**src/rtl/emg_env_pkg.sv**
```systemverilog
// Shared widths, constants and types for the EMG envelope strength block.
// No dependencies; every other file refers to it by scoped names.
package emg_env_pkg;

    // Field widths
    localparam int SAMPLE_W   = 24;
    localparam int LEVEL_W    = 24;
    localparam int STRENGTH_W = 7;

    // Internal value widths
    localparam int DC_W       = 25;                     // signed DC estimate
    localparam int DIFF_W     = 26;                     // signed differences
    localparam int RECT_W     = 25;                     // rectified sample
    localparam int WIN_LEN    = 32;
    localparam int WIN_AW     = $clog2(WIN_LEN);
    localparam int SUM_W      = RECT_W + WIN_AW;        // window running sum
    localparam int SCALE_W    = 25;                     // smoothed, peak, full scale
    localparam int DIVD_W     = 31;                     // smoothed * 100
    localparam int DIV_CNT_W  = $clog2(DIVD_W);

    // Calibration
    localparam int CAL_SAMPLES = 6000;
    localparam int CAL_W       = 13;

    // Arithmetic constants
    localparam int DC_SHIFT          = 6;               // 1/64 step
    localparam int SMOOTH_SHIFT      = 3;               // 1/8 step
    localparam int PERCENT           = 100;
    localparam int DEFAULT_SCALE     = 1000;
    localparam int DEFAULT_THRESHOLD = 50;

    // Sequencer states, one-hot
    typedef enum logic [6:0] {
        S_IDLE   = 7'b0000001,
        S_DC     = 7'b0000010,
        S_RECT   = 7'b0000100,
        S_SUM    = 7'b0001000,
        S_SMOOTH = 7'b0010000,
        S_DIV    = 7'b0100000,
        S_FIN    = 7'b1000000
    } state_t;

    // Window memory access bundle
    typedef struct packed {
        logic              clear;
        logic              rd_en;
        logic [WIN_AW-1:0] rd_addr;
        logic              wr_en;
        logic [WIN_AW-1:0] wr_addr;
        logic [RECT_W-1:0] wr_data;
    } win_req_t;

endpackage

```
**src/rtl/emg_env_win.sv**
```systemverilog
// Sliding-window sample store: one synchronous memory with a registered read port.
// Per-entry valid bits make cleared entries read as zero. Uses emg_env_pkg.
module emg_env_win (
    input  logic                                clk,
    input  logic                                rst_n,
    input  emg_env_pkg::win_req_t               req,
    output logic [emg_env_pkg::RECT_W-1:0]      rd_data
);

    logic [emg_env_pkg::RECT_W-1:0]  mem [emg_env_pkg::WIN_LEN];
    logic [emg_env_pkg::WIN_LEN-1:0] valid_reg;
    logic [emg_env_pkg::RECT_W-1:0]  rd_data_reg;
    logic                            rd_valid_reg;

    // Storage array, no reset
    always_ff @(posedge clk)
    begin
        if (req.wr_en)
        begin
            mem[req.wr_addr] <= req.wr_data;
        end
        if (req.rd_en)
        begin
            rd_data_reg <= mem[req.rd_addr];
        end
    end

    // Valid bits: cleared at reset and on a clear request
    always_ff @(posedge clk or negedge rst_n)
    begin
        if (!rst_n)
        begin
            valid_reg    <= '0;
            rd_valid_reg <= 1'b0;
        end
        else
        begin
            if (req.clear)
            begin
                valid_reg <= '0;
            end
            else if (req.wr_en)
            begin
                valid_reg[req.wr_addr] <= 1'b1;
            end
            if (req.rd_en)
            begin
                rd_valid_reg <= valid_reg[req.rd_addr];
            end
        end
    end

    assign rd_data = rd_valid_reg ? rd_data_reg : '0;

endmodule

```
**src/rtl/emg_env_div.sv**
```systemverilog
// Restoring serial divider, one quotient bit per cycle.
// Used for the strength normalization. Uses emg_env_pkg.
module emg_env_div (
    input  logic                                clk,
    input  logic                                rst_n,
    input  logic                                start,
    input  logic [emg_env_pkg::DIVD_W-1:0]      dividend,
    input  logic [emg_env_pkg::SCALE_W-1:0]     divisor,
    output logic                                done,
    output logic [emg_env_pkg::DIVD_W-1:0]      quotient
);

    logic                                 busy_reg;
    logic                                 done_reg;
    logic [emg_env_pkg::DIV_CNT_W-1:0]    cnt_reg;
    logic [emg_env_pkg::DIVD_W-1:0]       dvd_reg;
    logic [emg_env_pkg::SCALE_W-1:0]      rem_reg;
    logic [emg_env_pkg::SCALE_W-1:0]      dsr_reg;
    logic [emg_env_pkg::SCALE_W:0]        trial;
    logic                                 fits;
    logic [emg_env_pkg::SCALE_W:0]        rem_sub;

    // One trial subtraction; a zero divisor yields all ones
    always_comb
    begin
        trial   = {rem_reg, dvd_reg[emg_env_pkg::DIVD_W-1]};
        fits    = (trial >= {1'b0, dsr_reg});
        rem_sub = trial - {1'b0, dsr_reg};
    end

    // Control
    always_ff @(posedge clk or negedge rst_n)
    begin
        if (!rst_n)
        begin
            busy_reg <= 1'b0;
            done_reg <= 1'b0;
            cnt_reg  <= '0;
        end
        else if (start)
        begin
            busy_reg <= 1'b1;
            done_reg <= 1'b0;
            cnt_reg  <= emg_env_pkg::DIV_CNT_W'(emg_env_pkg::DIVD_W - 1);
        end
        else if (busy_reg)
        begin
            cnt_reg <= cnt_reg - 1'b1;
            if (cnt_reg == '0)
            begin
                busy_reg <= 1'b0;
                done_reg <= 1'b1;
            end
        end
    end

    // Datapath: quotient bits shift into the dividend register
    always_ff @(posedge clk)
    begin
        if (start)
        begin
            dvd_reg <= dividend;
            dsr_reg <= divisor;
            rem_reg <= '0;
        end
        else if (busy_reg)
        begin
            dvd_reg <= {dvd_reg[emg_env_pkg::DIVD_W-2:0], fits};
            rem_reg <= fits ? rem_sub[emg_env_pkg::SCALE_W-1:0]
                            : trial[emg_env_pkg::SCALE_W-1:0];
        end
    end

    assign done     = done_reg;
    assign quotient = dvd_reg;

endmodule

```
**src/rtl/emg_envelope_strength.sv**
```systemverilog
// EMG envelope strength detector: DC removal, rectification, sliding window,
// smoothing, normalization and calibration. Uses emg_env_pkg, emg_env_win, emg_env_div.
//
//  channel    dir  signals                          payload
//  s_*        in   s_tvalid s_tready s_tdata s_tuser sample, cal_start
//  m_*        out  m_tvalid m_tready m_tdata m_tuser strength, level, cal flags
//  threshold  in   threshold_we threshold_wdata      noise floor register
//
// An accepted item passes through five sequencer steps and the serial normalization
// divider; the finishing step waits for the divider to finish before the result
// is written to the output register.
// One item is in work at a time; the next is taken once the result is in
// the output register, even if it has not yet been taken downstream.
// A stalled output holds the finishing step until the output register frees.
// Reset is immediate: window valid bits clear at once, no clearing pass.
module emg_envelope_strength (
    input  logic        clk,
    input  logic        rst_n,
    // [23:0] sample
    input  logic [23:0] s_tdata,
    // [0] cal_start
    input  logic        s_tuser,
    input  logic        s_tvalid,
    output logic        s_tready,
    // [6:0] strength, [30:7] smoothed_level, [31] zero
    output logic [31:0] m_tdata,
    // [0] calibrating, [1] calibrated
    output logic [1:0]  m_tuser,
    output logic        m_tvalid,
    input  logic        m_tready,
    input  logic        threshold_we,
    input  logic [23:0] threshold_wdata
);

    emg_env_pkg::state_t                    state_reg, state_next;
    logic [emg_env_pkg::LEVEL_W-1:0]        threshold_reg;
    logic signed [emg_env_pkg::DC_W-1:0]    dc_reg;
    logic signed [emg_env_pkg::SAMPLE_W-1:0] sample_reg;
    logic [emg_env_pkg::RECT_W-1:0]         rect_reg;
    logic [emg_env_pkg::SUM_W-1:0]          sum_reg;
    logic [emg_env_pkg::WIN_AW-1:0]         ptr_reg;
    logic [emg_env_pkg::SCALE_W-1:0]        smoothed_reg;
    logic [emg_env_pkg::SCALE_W-1:0]        full_scale_reg;
    logic                                   calib_flag_reg;
    logic [emg_env_pkg::CAL_W-1:0]          cal_rem_reg;
    logic [emg_env_pkg::SCALE_W-1:0]        peak_reg;
    logic                                   out_valid_reg;
    logic [emg_env_pkg::STRENGTH_W-1:0]     strength_reg;
    logic [emg_env_pkg::LEVEL_W-1:0]        level_reg;
    logic                                   calibrating_reg;
    logic                                   calibrated_reg;

    logic                                   accept;
    logic                                   fin_go;
    emg_env_pkg::win_req_t                  win_req;
    logic [emg_env_pkg::RECT_W-1:0]         win_old;
    logic signed [emg_env_pkg::DIFF_W-1:0]  dc_diff, dc_step, centered;
    logic signed [emg_env_pkg::DC_W-1:0]    dc_next;
    logic [emg_env_pkg::RECT_W-1:0]         rect_next;
    logic [emg_env_pkg::SUM_W-1:0]          sum_next;
    logic [emg_env_pkg::WIN_AW-1:0]         ptr_next;
    logic [emg_env_pkg::SCALE_W-1:0]        env;
    logic signed [emg_env_pkg::DIFF_W-1:0]  sm_diff, sm_step;
    logic [emg_env_pkg::SCALE_W-1:0]        smoothed_next;
    logic                                   div_start, div_done;
    logic [emg_env_pkg::DIVD_W-1:0]         div_dividend, div_quot;
    logic [emg_env_pkg::STRENGTH_W-1:0]     strength_next;
    logic [emg_env_pkg::CAL_W-1:0]          cal_rem_next;
    logic [emg_env_pkg::SCALE_W-1:0]        peak_next;
    logic                                   below_thr;

    assign accept   = s_tvalid && s_tready;
    assign s_tready = (state_reg == emg_env_pkg::S_IDLE);
    assign fin_go   = (state_reg == emg_env_pkg::S_FIN) && div_done
                      && (!out_valid_reg || m_tready);

    // Sequencer
    always_comb
    begin
        state_next = state_reg;
        unique case (state_reg)
            emg_env_pkg::S_IDLE:   if (accept) state_next = emg_env_pkg::S_DC;
            emg_env_pkg::S_DC:     state_next = emg_env_pkg::S_RECT;
            emg_env_pkg::S_RECT:   state_next = emg_env_pkg::S_SUM;
            emg_env_pkg::S_SUM:    state_next = emg_env_pkg::S_SMOOTH;
            emg_env_pkg::S_SMOOTH: state_next = emg_env_pkg::S_DIV;
            emg_env_pkg::S_DIV:    state_next = emg_env_pkg::S_FIN;
            emg_env_pkg::S_FIN:    if (fin_go) state_next = emg_env_pkg::S_IDLE;
            default:               state_next = emg_env_pkg::S_IDLE;
        endcase
    end

    // DC tracking: step of (s - dc) / 64, truncated toward zero
    always_comb
    begin
        dc_diff = emg_env_pkg::DIFF_W'(sample_reg) - emg_env_pkg::DIFF_W'(dc_reg);
        if (dc_diff < 0)
        begin
            dc_step = (dc_diff + emg_env_pkg::DIFF_W'((1 << emg_env_pkg::DC_SHIFT) - 1))
                      >>> emg_env_pkg::DC_SHIFT;
        end
        else
        begin
            dc_step = dc_diff >>> emg_env_pkg::DC_SHIFT;
        end
        dc_next = emg_env_pkg::DC_W'(emg_env_pkg::DIFF_W'(dc_reg) + dc_step);
    end

    // Rectify sample minus the new DC estimate
    always_comb
    begin
        centered  = emg_env_pkg::DIFF_W'(sample_reg) - emg_env_pkg::DIFF_W'(dc_reg);
        rect_next = (centered < 0) ? emg_env_pkg::RECT_W'(-centered)
                                   : emg_env_pkg::RECT_W'(centered);
    end

    // Window sum update and pointer wrap
    always_comb
    begin
        sum_next = sum_reg - emg_env_pkg::SUM_W'(win_old) + emg_env_pkg::SUM_W'(rect_reg);
        if (ptr_reg == emg_env_pkg::WIN_AW'(emg_env_pkg::WIN_LEN - 1))
        begin
            ptr_next = '0;
        end
        else
        begin
            ptr_next = ptr_reg + 1'b1;
        end
    end

    // Smoothing: step of (env - sm) / 8, truncated toward zero
    always_comb
    begin
        env     = emg_env_pkg::SCALE_W'(sum_reg / emg_env_pkg::WIN_LEN);
        sm_diff = emg_env_pkg::DIFF_W'(env) - emg_env_pkg::DIFF_W'(smoothed_reg);
        if (sm_diff < 0)
        begin
            sm_step = (sm_diff + emg_env_pkg::DIFF_W'((1 << emg_env_pkg::SMOOTH_SHIFT) - 1))
                      >>> emg_env_pkg::SMOOTH_SHIFT;
        end
        else
        begin
            sm_step = sm_diff >>> emg_env_pkg::SMOOTH_SHIFT;
        end
        smoothed_next = emg_env_pkg::SCALE_W'(emg_env_pkg::DIFF_W'(smoothed_reg) + sm_step);
    end

    // Window memory access
    always_comb
    begin
        win_req.clear   = accept && s_tuser;
        win_req.rd_en   = (state_reg == emg_env_pkg::S_DC);
        win_req.rd_addr = ptr_reg;
        win_req.wr_en   = (state_reg == emg_env_pkg::S_SUM);
        win_req.wr_addr = ptr_reg;
        win_req.wr_data = rect_reg;
    end

    emg_env_win u_win (
        .clk     (clk),
        .rst_n   (rst_n),
        .req     (win_req),
        .rd_data (win_old)
    );

    // Normalization: smoothed * 100 / full_scale
    assign div_start    = (state_reg == emg_env_pkg::S_DIV);
    assign div_dividend = emg_env_pkg::DIVD_W'(smoothed_reg * emg_env_pkg::SCALE_W'(emg_env_pkg::PERCENT));

    emg_env_div u_div (
        .clk      (clk),
        .rst_n    (rst_n),
        .start    (div_start),
        .dividend (div_dividend),
        .divisor  (full_scale_reg),
        .done     (div_done),
        .quotient (div_quot)
    );

    // Strength and calibration bookkeeping
    always_comb
    begin
        if (smoothed_reg < emg_env_pkg::SCALE_W'(threshold_reg))
        begin
            strength_next = '0;
        end
        else if (full_scale_reg == '0
                 || div_quot > emg_env_pkg::DIVD_W'(emg_env_pkg::PERCENT))
        begin
            strength_next = emg_env_pkg::STRENGTH_W'(emg_env_pkg::PERCENT);
        end
        else
        begin
            strength_next = div_quot[emg_env_pkg::STRENGTH_W-1:0];
        end
        peak_next    = peak_reg;
        cal_rem_next = cal_rem_reg;
        if (cal_rem_reg != '0)
        begin
            if (smoothed_reg > peak_reg)
            begin
                peak_next = smoothed_reg;
            end
            cal_rem_next = cal_rem_reg - 1'b1;
        end
        below_thr = (peak_next < emg_env_pkg::SCALE_W'(threshold_reg));
    end

    // Control and state registers
    always_ff @(posedge clk or negedge rst_n)
    begin
        if (!rst_n)
        begin
            state_reg      <= emg_env_pkg::S_IDLE;
            threshold_reg  <= emg_env_pkg::LEVEL_W'(emg_env_pkg::DEFAULT_THRESHOLD);
            dc_reg         <= '0;
            sum_reg        <= '0;
            ptr_reg        <= '0;
            smoothed_reg   <= '0;
            full_scale_reg <= emg_env_pkg::SCALE_W'(emg_env_pkg::DEFAULT_SCALE);
            calib_flag_reg <= 1'b0;
            cal_rem_reg    <= '0;
            peak_reg       <= '0;
            out_valid_reg  <= 1'b0;
        end
        else
        begin
            state_reg <= state_next;
            if (threshold_we)
            begin
                threshold_reg <= threshold_wdata;
            end
            // Calibration start clears the envelope
            if (accept && s_tuser)
            begin
                sum_reg      <= '0;
                ptr_reg      <= '0;
                smoothed_reg <= '0;
                peak_reg     <= '0;
                cal_rem_reg  <= emg_env_pkg::CAL_W'(emg_env_pkg::CAL_SAMPLES);
            end
            if (state_reg == emg_env_pkg::S_DC)
            begin
                dc_reg <= dc_next;
            end
            if (state_reg == emg_env_pkg::S_SUM)
            begin
                sum_reg <= sum_next;
                ptr_reg <= ptr_next;
            end
            if (state_reg == emg_env_pkg::S_SMOOTH)
            begin
                smoothed_reg <= smoothed_next;
            end
            if (fin_go)
            begin
                peak_reg    <= peak_next;
                cal_rem_reg <= cal_rem_next;
                if (cal_rem_reg != '0 && cal_rem_next == '0)
                begin
                    full_scale_reg <= below_thr
                        ? emg_env_pkg::SCALE_W'(emg_env_pkg::DEFAULT_SCALE) : peak_next;
                    calib_flag_reg <= !below_thr;
                end
            end
            // Output register
            if (fin_go)
            begin
                out_valid_reg <= 1'b1;
            end
            else if (m_tready)
            begin
                out_valid_reg <= 1'b0;
            end
        end
    end

    // Payload registers
    always_ff @(posedge clk)
    begin
        if (accept)
        begin
            sample_reg <= s_tdata;
        end
        if (state_reg == emg_env_pkg::S_RECT)
        begin
            rect_reg <= rect_next;
        end
        if (fin_go)
        begin
            strength_reg    <= strength_next;
            level_reg       <= smoothed_reg[emg_env_pkg::LEVEL_W-1:0];
            calibrating_reg <= (cal_rem_next != '0);
            calibrated_reg  <= (cal_rem_reg != '0 && cal_rem_next == '0)
                               ? !below_thr : calib_flag_reg;
        end
    end

    assign m_tvalid = out_valid_reg;
    assign m_tdata  = {1'b0, level_reg, strength_reg};
    assign m_tuser  = {calibrated_reg, calibrating_reg};

    // Checks
    a_strength_range: assert property (@(posedge clk) disable iff (!rst_n)
        m_tvalid |-> (m_tdata[6:0] <= 7'd100))
        else $error("strength above 100");

    a_one_in_work: assert property (@(posedge clk) disable iff (!rst_n)
        (s_tvalid && s_tready) |=> !s_tready)
        else $error("second item taken while one is in work");

    a_ptr_range: assert property (@(posedge clk) disable iff (!rst_n)
        ptr_reg <= emg_env_pkg::WIN_AW'(emg_env_pkg::WIN_LEN - 1))
        else $error("window pointer out of range");

    a_div_ready: assert property (@(posedge clk) disable iff (!rst_n)
        fin_go |-> $past(state_reg) != emg_env_pkg::S_DIV)
        else $error("result taken before divider finished");

endmodule

```
**config.mk**
```make
export PLATFORM = sky130hd
export DESIGN_NAME = emg_envelope_strength
export DESIGN_NICKNAME = d
export VERILOG_FILES = /design/src/rtl/emg_env_pkg.sv /design/src/rtl/emg_env_win.sv /design/src/rtl/emg_env_div.sv /design/src/rtl/emg_envelope_strength.sv
export SDC_FILE = /design/constraint.sdc
export NUM_CORES = 2
export LEC_CHECK = 0
export BUFFER_PORTS_ARGS = -buffer_cell sky130_fd_sc_hd__buf_4
export CORE_AREA = 2 2 416 583
export DETAILED_ROUTE_END_ITERATION = 6
export DIE_AREA = 0 0 418 585
export GPL_TIMING_DRIVEN = 0
export HOLD_SLACK_MARGIN = 0.02
export MAX_ROUTING_LAYER = met4
export SKIP_CTS_REPAIR_TIMING = 1
export SLEW_MARGIN = 5
export SYNTH_ARGS = -nofsm -noshare
export SYNTH_HDL_FRONTEND = slang
export SYNTH_SLANG_ARGS = --single-unit
export TNS_END_PERCENT = 10
```
**constraint.sdc**
```tcl
create_clock -name clk -period 9.15 [get_ports clk]
set_input_delay 0.915 -clock clk [delete_from_list [all_inputs] [get_ports clk]]
set_output_delay 0.915 -clock clk [all_outputs]
set_load 0.03 [all_outputs]
```
==> results.cfg <==
[clock_tree]
cts_buffers = 132
cts.sinks = 1209
clock_pin_slew_on_the_worst_setup_and_hold_paths_ns = 0.06
cts_root_buffer = sky130_fd_sc_hd__clkbuf_16
htree_num_levels = 4
source_to_sink_clock_delay_at_the_later_pin_of_the_worst_skew_pair_ns = 0.78
tritoncts = yes
clock_tree.buffer_depth = 3

[power_and_ir_drop]
p_leak_nw = 25.7
power.switching_w = 0.00241
power_frac_comb_pct = 0.9
swShare_pct = 21.2
cellInternalPower_w = 0.00894
pwr_density_cell_nw_per_um2 = 163
power.clock.fraction_pct = 47.3
portion_of_total_power_attributed_to_sequential_cells_pct = 51.8
ir_worst_vdd_uv = 151

[routing]
drcViolationCount = 0
postRouteAntennaNets = 0
num_vias = 37911
wl_mm = 164
detail_route.wl_per_cell_um = 20.6
drt_iter0_drc = 3028
drt_pass1_iterations = 6
post_drt_via_cell_ratio = 4.78

[yosys]
synth_cells = 4448
post_synth.cell_area_avg_um2 = 13.4
ys_ff_latch = 1209
netlist.area_leader.share_pct = 48.5
synth_nets = 4862
synth_top_flop_cell = sky130_fd_sc_hd__edfxtp_1
synth.cell_area_um2 = 59500
synth.distinct_cells = 86
synth.area.top_cells = sky130_fd_sc_hd__edfxtp_1 (49%), sky130_fd_sc_hd__dfrtp_1 (8.9%), sky130_fd_sc_hd__mux4_2 (7.9%), sky130_fd_sc_hd__ha_1 (6.5%), sky130_fd_sc_hd__inv_1 (2.5%)
ys_seq_area_share_pct = 58.7
ys_warn_count = 0
area_leader_netlist = sky130_fd_sc_hd__edfxtp_1
synth_enable_flop_cells = 961
postSynth.asyncResetShare_pct = 18.3

[floorplan]
coreArea_um2 = 240000
fp.dieArea_um2 = 245000
die_w_um = 418
rows = 213
effective_utilization_at_floorplan_pct = 24.8
fp.dieH_um = 585
num_io_pins = 90

[timing]
final.setup.tns_ns = 0
min_period_over_period_pct = 79.9
final_hold_viol_count = 0
slew_headroom_pct = 12.4
finalWorstPathRequiredPeriod_ns = 7.31
tightest_slew_ns = 1.31
fin_hold_ws_ns = 0.0962
layout_setup_ws_ns = 1.84
grt_setup_unrepaired = no
timing.fmax_mhz = 137
slew_viol_final = 0
clock_skew_ns = 0.0433
report.final.setup_viol = 0

[global_route]
grt_antenna_before_repair = 6
grt_overflow_total = 0
first_global_vias = 39170
pin_count_of_the_biggest_net_entering_global_routing = 100
grt_usage_pct = 13.6
grt_pass1_wl_mm = 245

[worst_setup_path]
critPathMaxFanout = 10
max_stage_delay_ns = 0.50
startpoint_type = flip-flop
crit_type = reg -> reg
reg2reg_from = dc_reg[10]
crit_top_cell = sky130_fd_sc_hd__a211oi_1
endpoint_kind = flip-flop
worst-endpoint-arrival_ns = 7.93
crit_required_ns = 9.77
cpMaxStageDelayCell = sky130_fd_sc_hd__a211oi_1
critPathLaunch = dc_reg[10]

[status]
status = finished clean

[placement]
detailed_place_hpwl_mm = 118
dp_slack_ns = 1.87
place.port_buffers = 87
placedCellCount = 7690
gpl.final_weighted_congestion = 0.883

[cells_and_area]
area_taken_by_flip_flops_and_latches_um2 = 34900
areaGrowthSynthToFinish_pct = 16.8
drive_above_1_share_pct = 12.5
design.final.nets = 5122
largest_reg_flops = 800
mostFrequentLayoutCells = sky130_fd_sc_hd__edfxtp_1 (961), sky130_fd_sc_hd__inv_1 (401), sky130_fd_sc_hd__ha_1 (310)
final_non_filler_cell_total = 7936
multi_input_area_um2 = 22600
final.fill_count = 23888
final_common_cell = sky130_fd_sc_hd__edfxtp_1

[flow_run]
maximum_capacitance_violations = 0

[worst_hold_path]
holdCritPathClass = in -> async
==> worst paths after layout <==
kind	slack, ns	cells after the start	endpoint
max in group asynchronous	7.67	3	threshold_reg[22]
min in group clk	0.31	1	sample_reg[5]
max reg2reg	1.84	27	dc_reg[23]
min reg2reg	0.45	0	u_div.dsr_reg[0]
min	0.1	1	dc_reg[15]
max	1.84	27	dc_reg[23]
==> final cells by class <==
class / count / area share [%]
flip-flops and latches: 1209 / 50.3
multi-input cells: 2667 / 32.6
well taps: 3117 / 5.61
clock buffers: 164 / 4.98
inverters: 404 / 2.18
repair buffers: 126 / 2.09
clock inverters: 79 / 1.32
plain buffers: 168 / 0.935
diodes: 2 / 0.00720
==> critical path, delay by kind of cell, from the launching register on <==
| family | cells | cell delay (ns) |
|---|---|---|
| compound gates | 16 | 4.40 |
| xor+xnor | 2 | 0.50 |
| fa+ha+maj | 2 | 0.59 |
| buf+inv | 3 | 0.56 |
| flops | 1 | 0.38 |
| simple gates | 4 | 0.74 |
==> cells in the mapped netlist (23+ instances only) <==
master and number:
sky130_fd_sc_hd__nand2b_1 39, sky130_fd_sc_hd__dfrtp_1 211, sky130_fd_sc_hd__xor2_1 90, sky130_fd_sc_hd__inv_1 401, sky130_fd_sc_hd__buf_1 35, sky130_fd_sc_hd__a21o_1 112, sky130_fd_sc_hd__and3_1 34, sky130_fd_sc_hd__a31oi_1 26
sky130_fd_sc_hd__mux4_2 209, sky130_fd_sc_hd__nand3_1 138, sky130_fd_sc_hd__nor2b_1 31, sky130_fd_sc_hd__edfxtp_1 961, sky130_fd_sc_hd__and2_1 39, sky130_fd_sc_hd__o21ai_0 271, sky130_fd_sc_hd__nand2_1 207, sky130_fd_sc_hd__dfxtp_1 27
sky130_fd_sc_hd__clkbuf_1 127, sky130_fd_sc_hd__ha_1 310, sky130_fd_sc_hd__a21oi_1 173, sky130_fd_sc_hd__nor2_1 232, sky130_fd_sc_hd__mux2i_1 53, sky130_fd_sc_hd__a22oi_1 105, sky130_fd_sc_hd__o31ai_1 23, sky130_fd_sc_hd__nor3_1 52
sky130_fd_sc_hd__fa_1 50, sky130_fd_sc_hd__nor4_1 31, sky130_fd_sc_hd__xnor2_1 128, sky130_fd_sc_hd__nand4_1 55
==> power groups by stage <==
stage	Sequential, W	Combinational, W	Clock, W
6_report	0.00588	0.000101	0.00537
3_3_place_gp	0.00599	0.0000954	0
3_5_place_dp	0.00599	0.000102	0
4_1_cts	0.00588	0.000103	0.00546
2_1_floorplan	0.00599	0.0000388	0
5_1_grt	0.00587	0.000113	0.00568
==> logic make-up (layout without fill, tap and decap cells) <==
logic type      Yosys count  count (layout)  share of synthesized area [%]
other cells               1               3                        0.00630
compound gates          889             889                           9.58
xor+xnor                218             218                           3.21
fa+ha+maj               360             360                           8.20
simple gates            934             934                           7.78
buf+inv                 572             941                           3.63
mux                     265             265                           8.86
flops                  1209            1209                           58.7
==> metal layers <==
| layer | part of all wire, % | GRT usage (%) | vias to the layer above |
|---|---|---|---|
| li1 | - | - | 17291 |
| met1 | 39 | 15.3 | 19136 |
| met2 | 52 | 24.5 | 1161 |
| met3 | 5.3 | 1.89 | 323 |
| met4 | 3.7 | 5.14 | 0 |
| met5 | 0 | - | - |
==> through the flow <==
step	total power, W	area [µm²]	utilization (%)
5_1_grt	0.0117	69500	29.0
2_1_floorplan	0.00603	59500	-
4_1_cts	0.0114	69400	29.0
3_5_place_dp	0.00609	65100	27.2
6_report	0.0114	69500	29.0
3_3_place_gp	0.00609	64000	26.7
No activity file was read; power rests on OpenSTA's default activity.
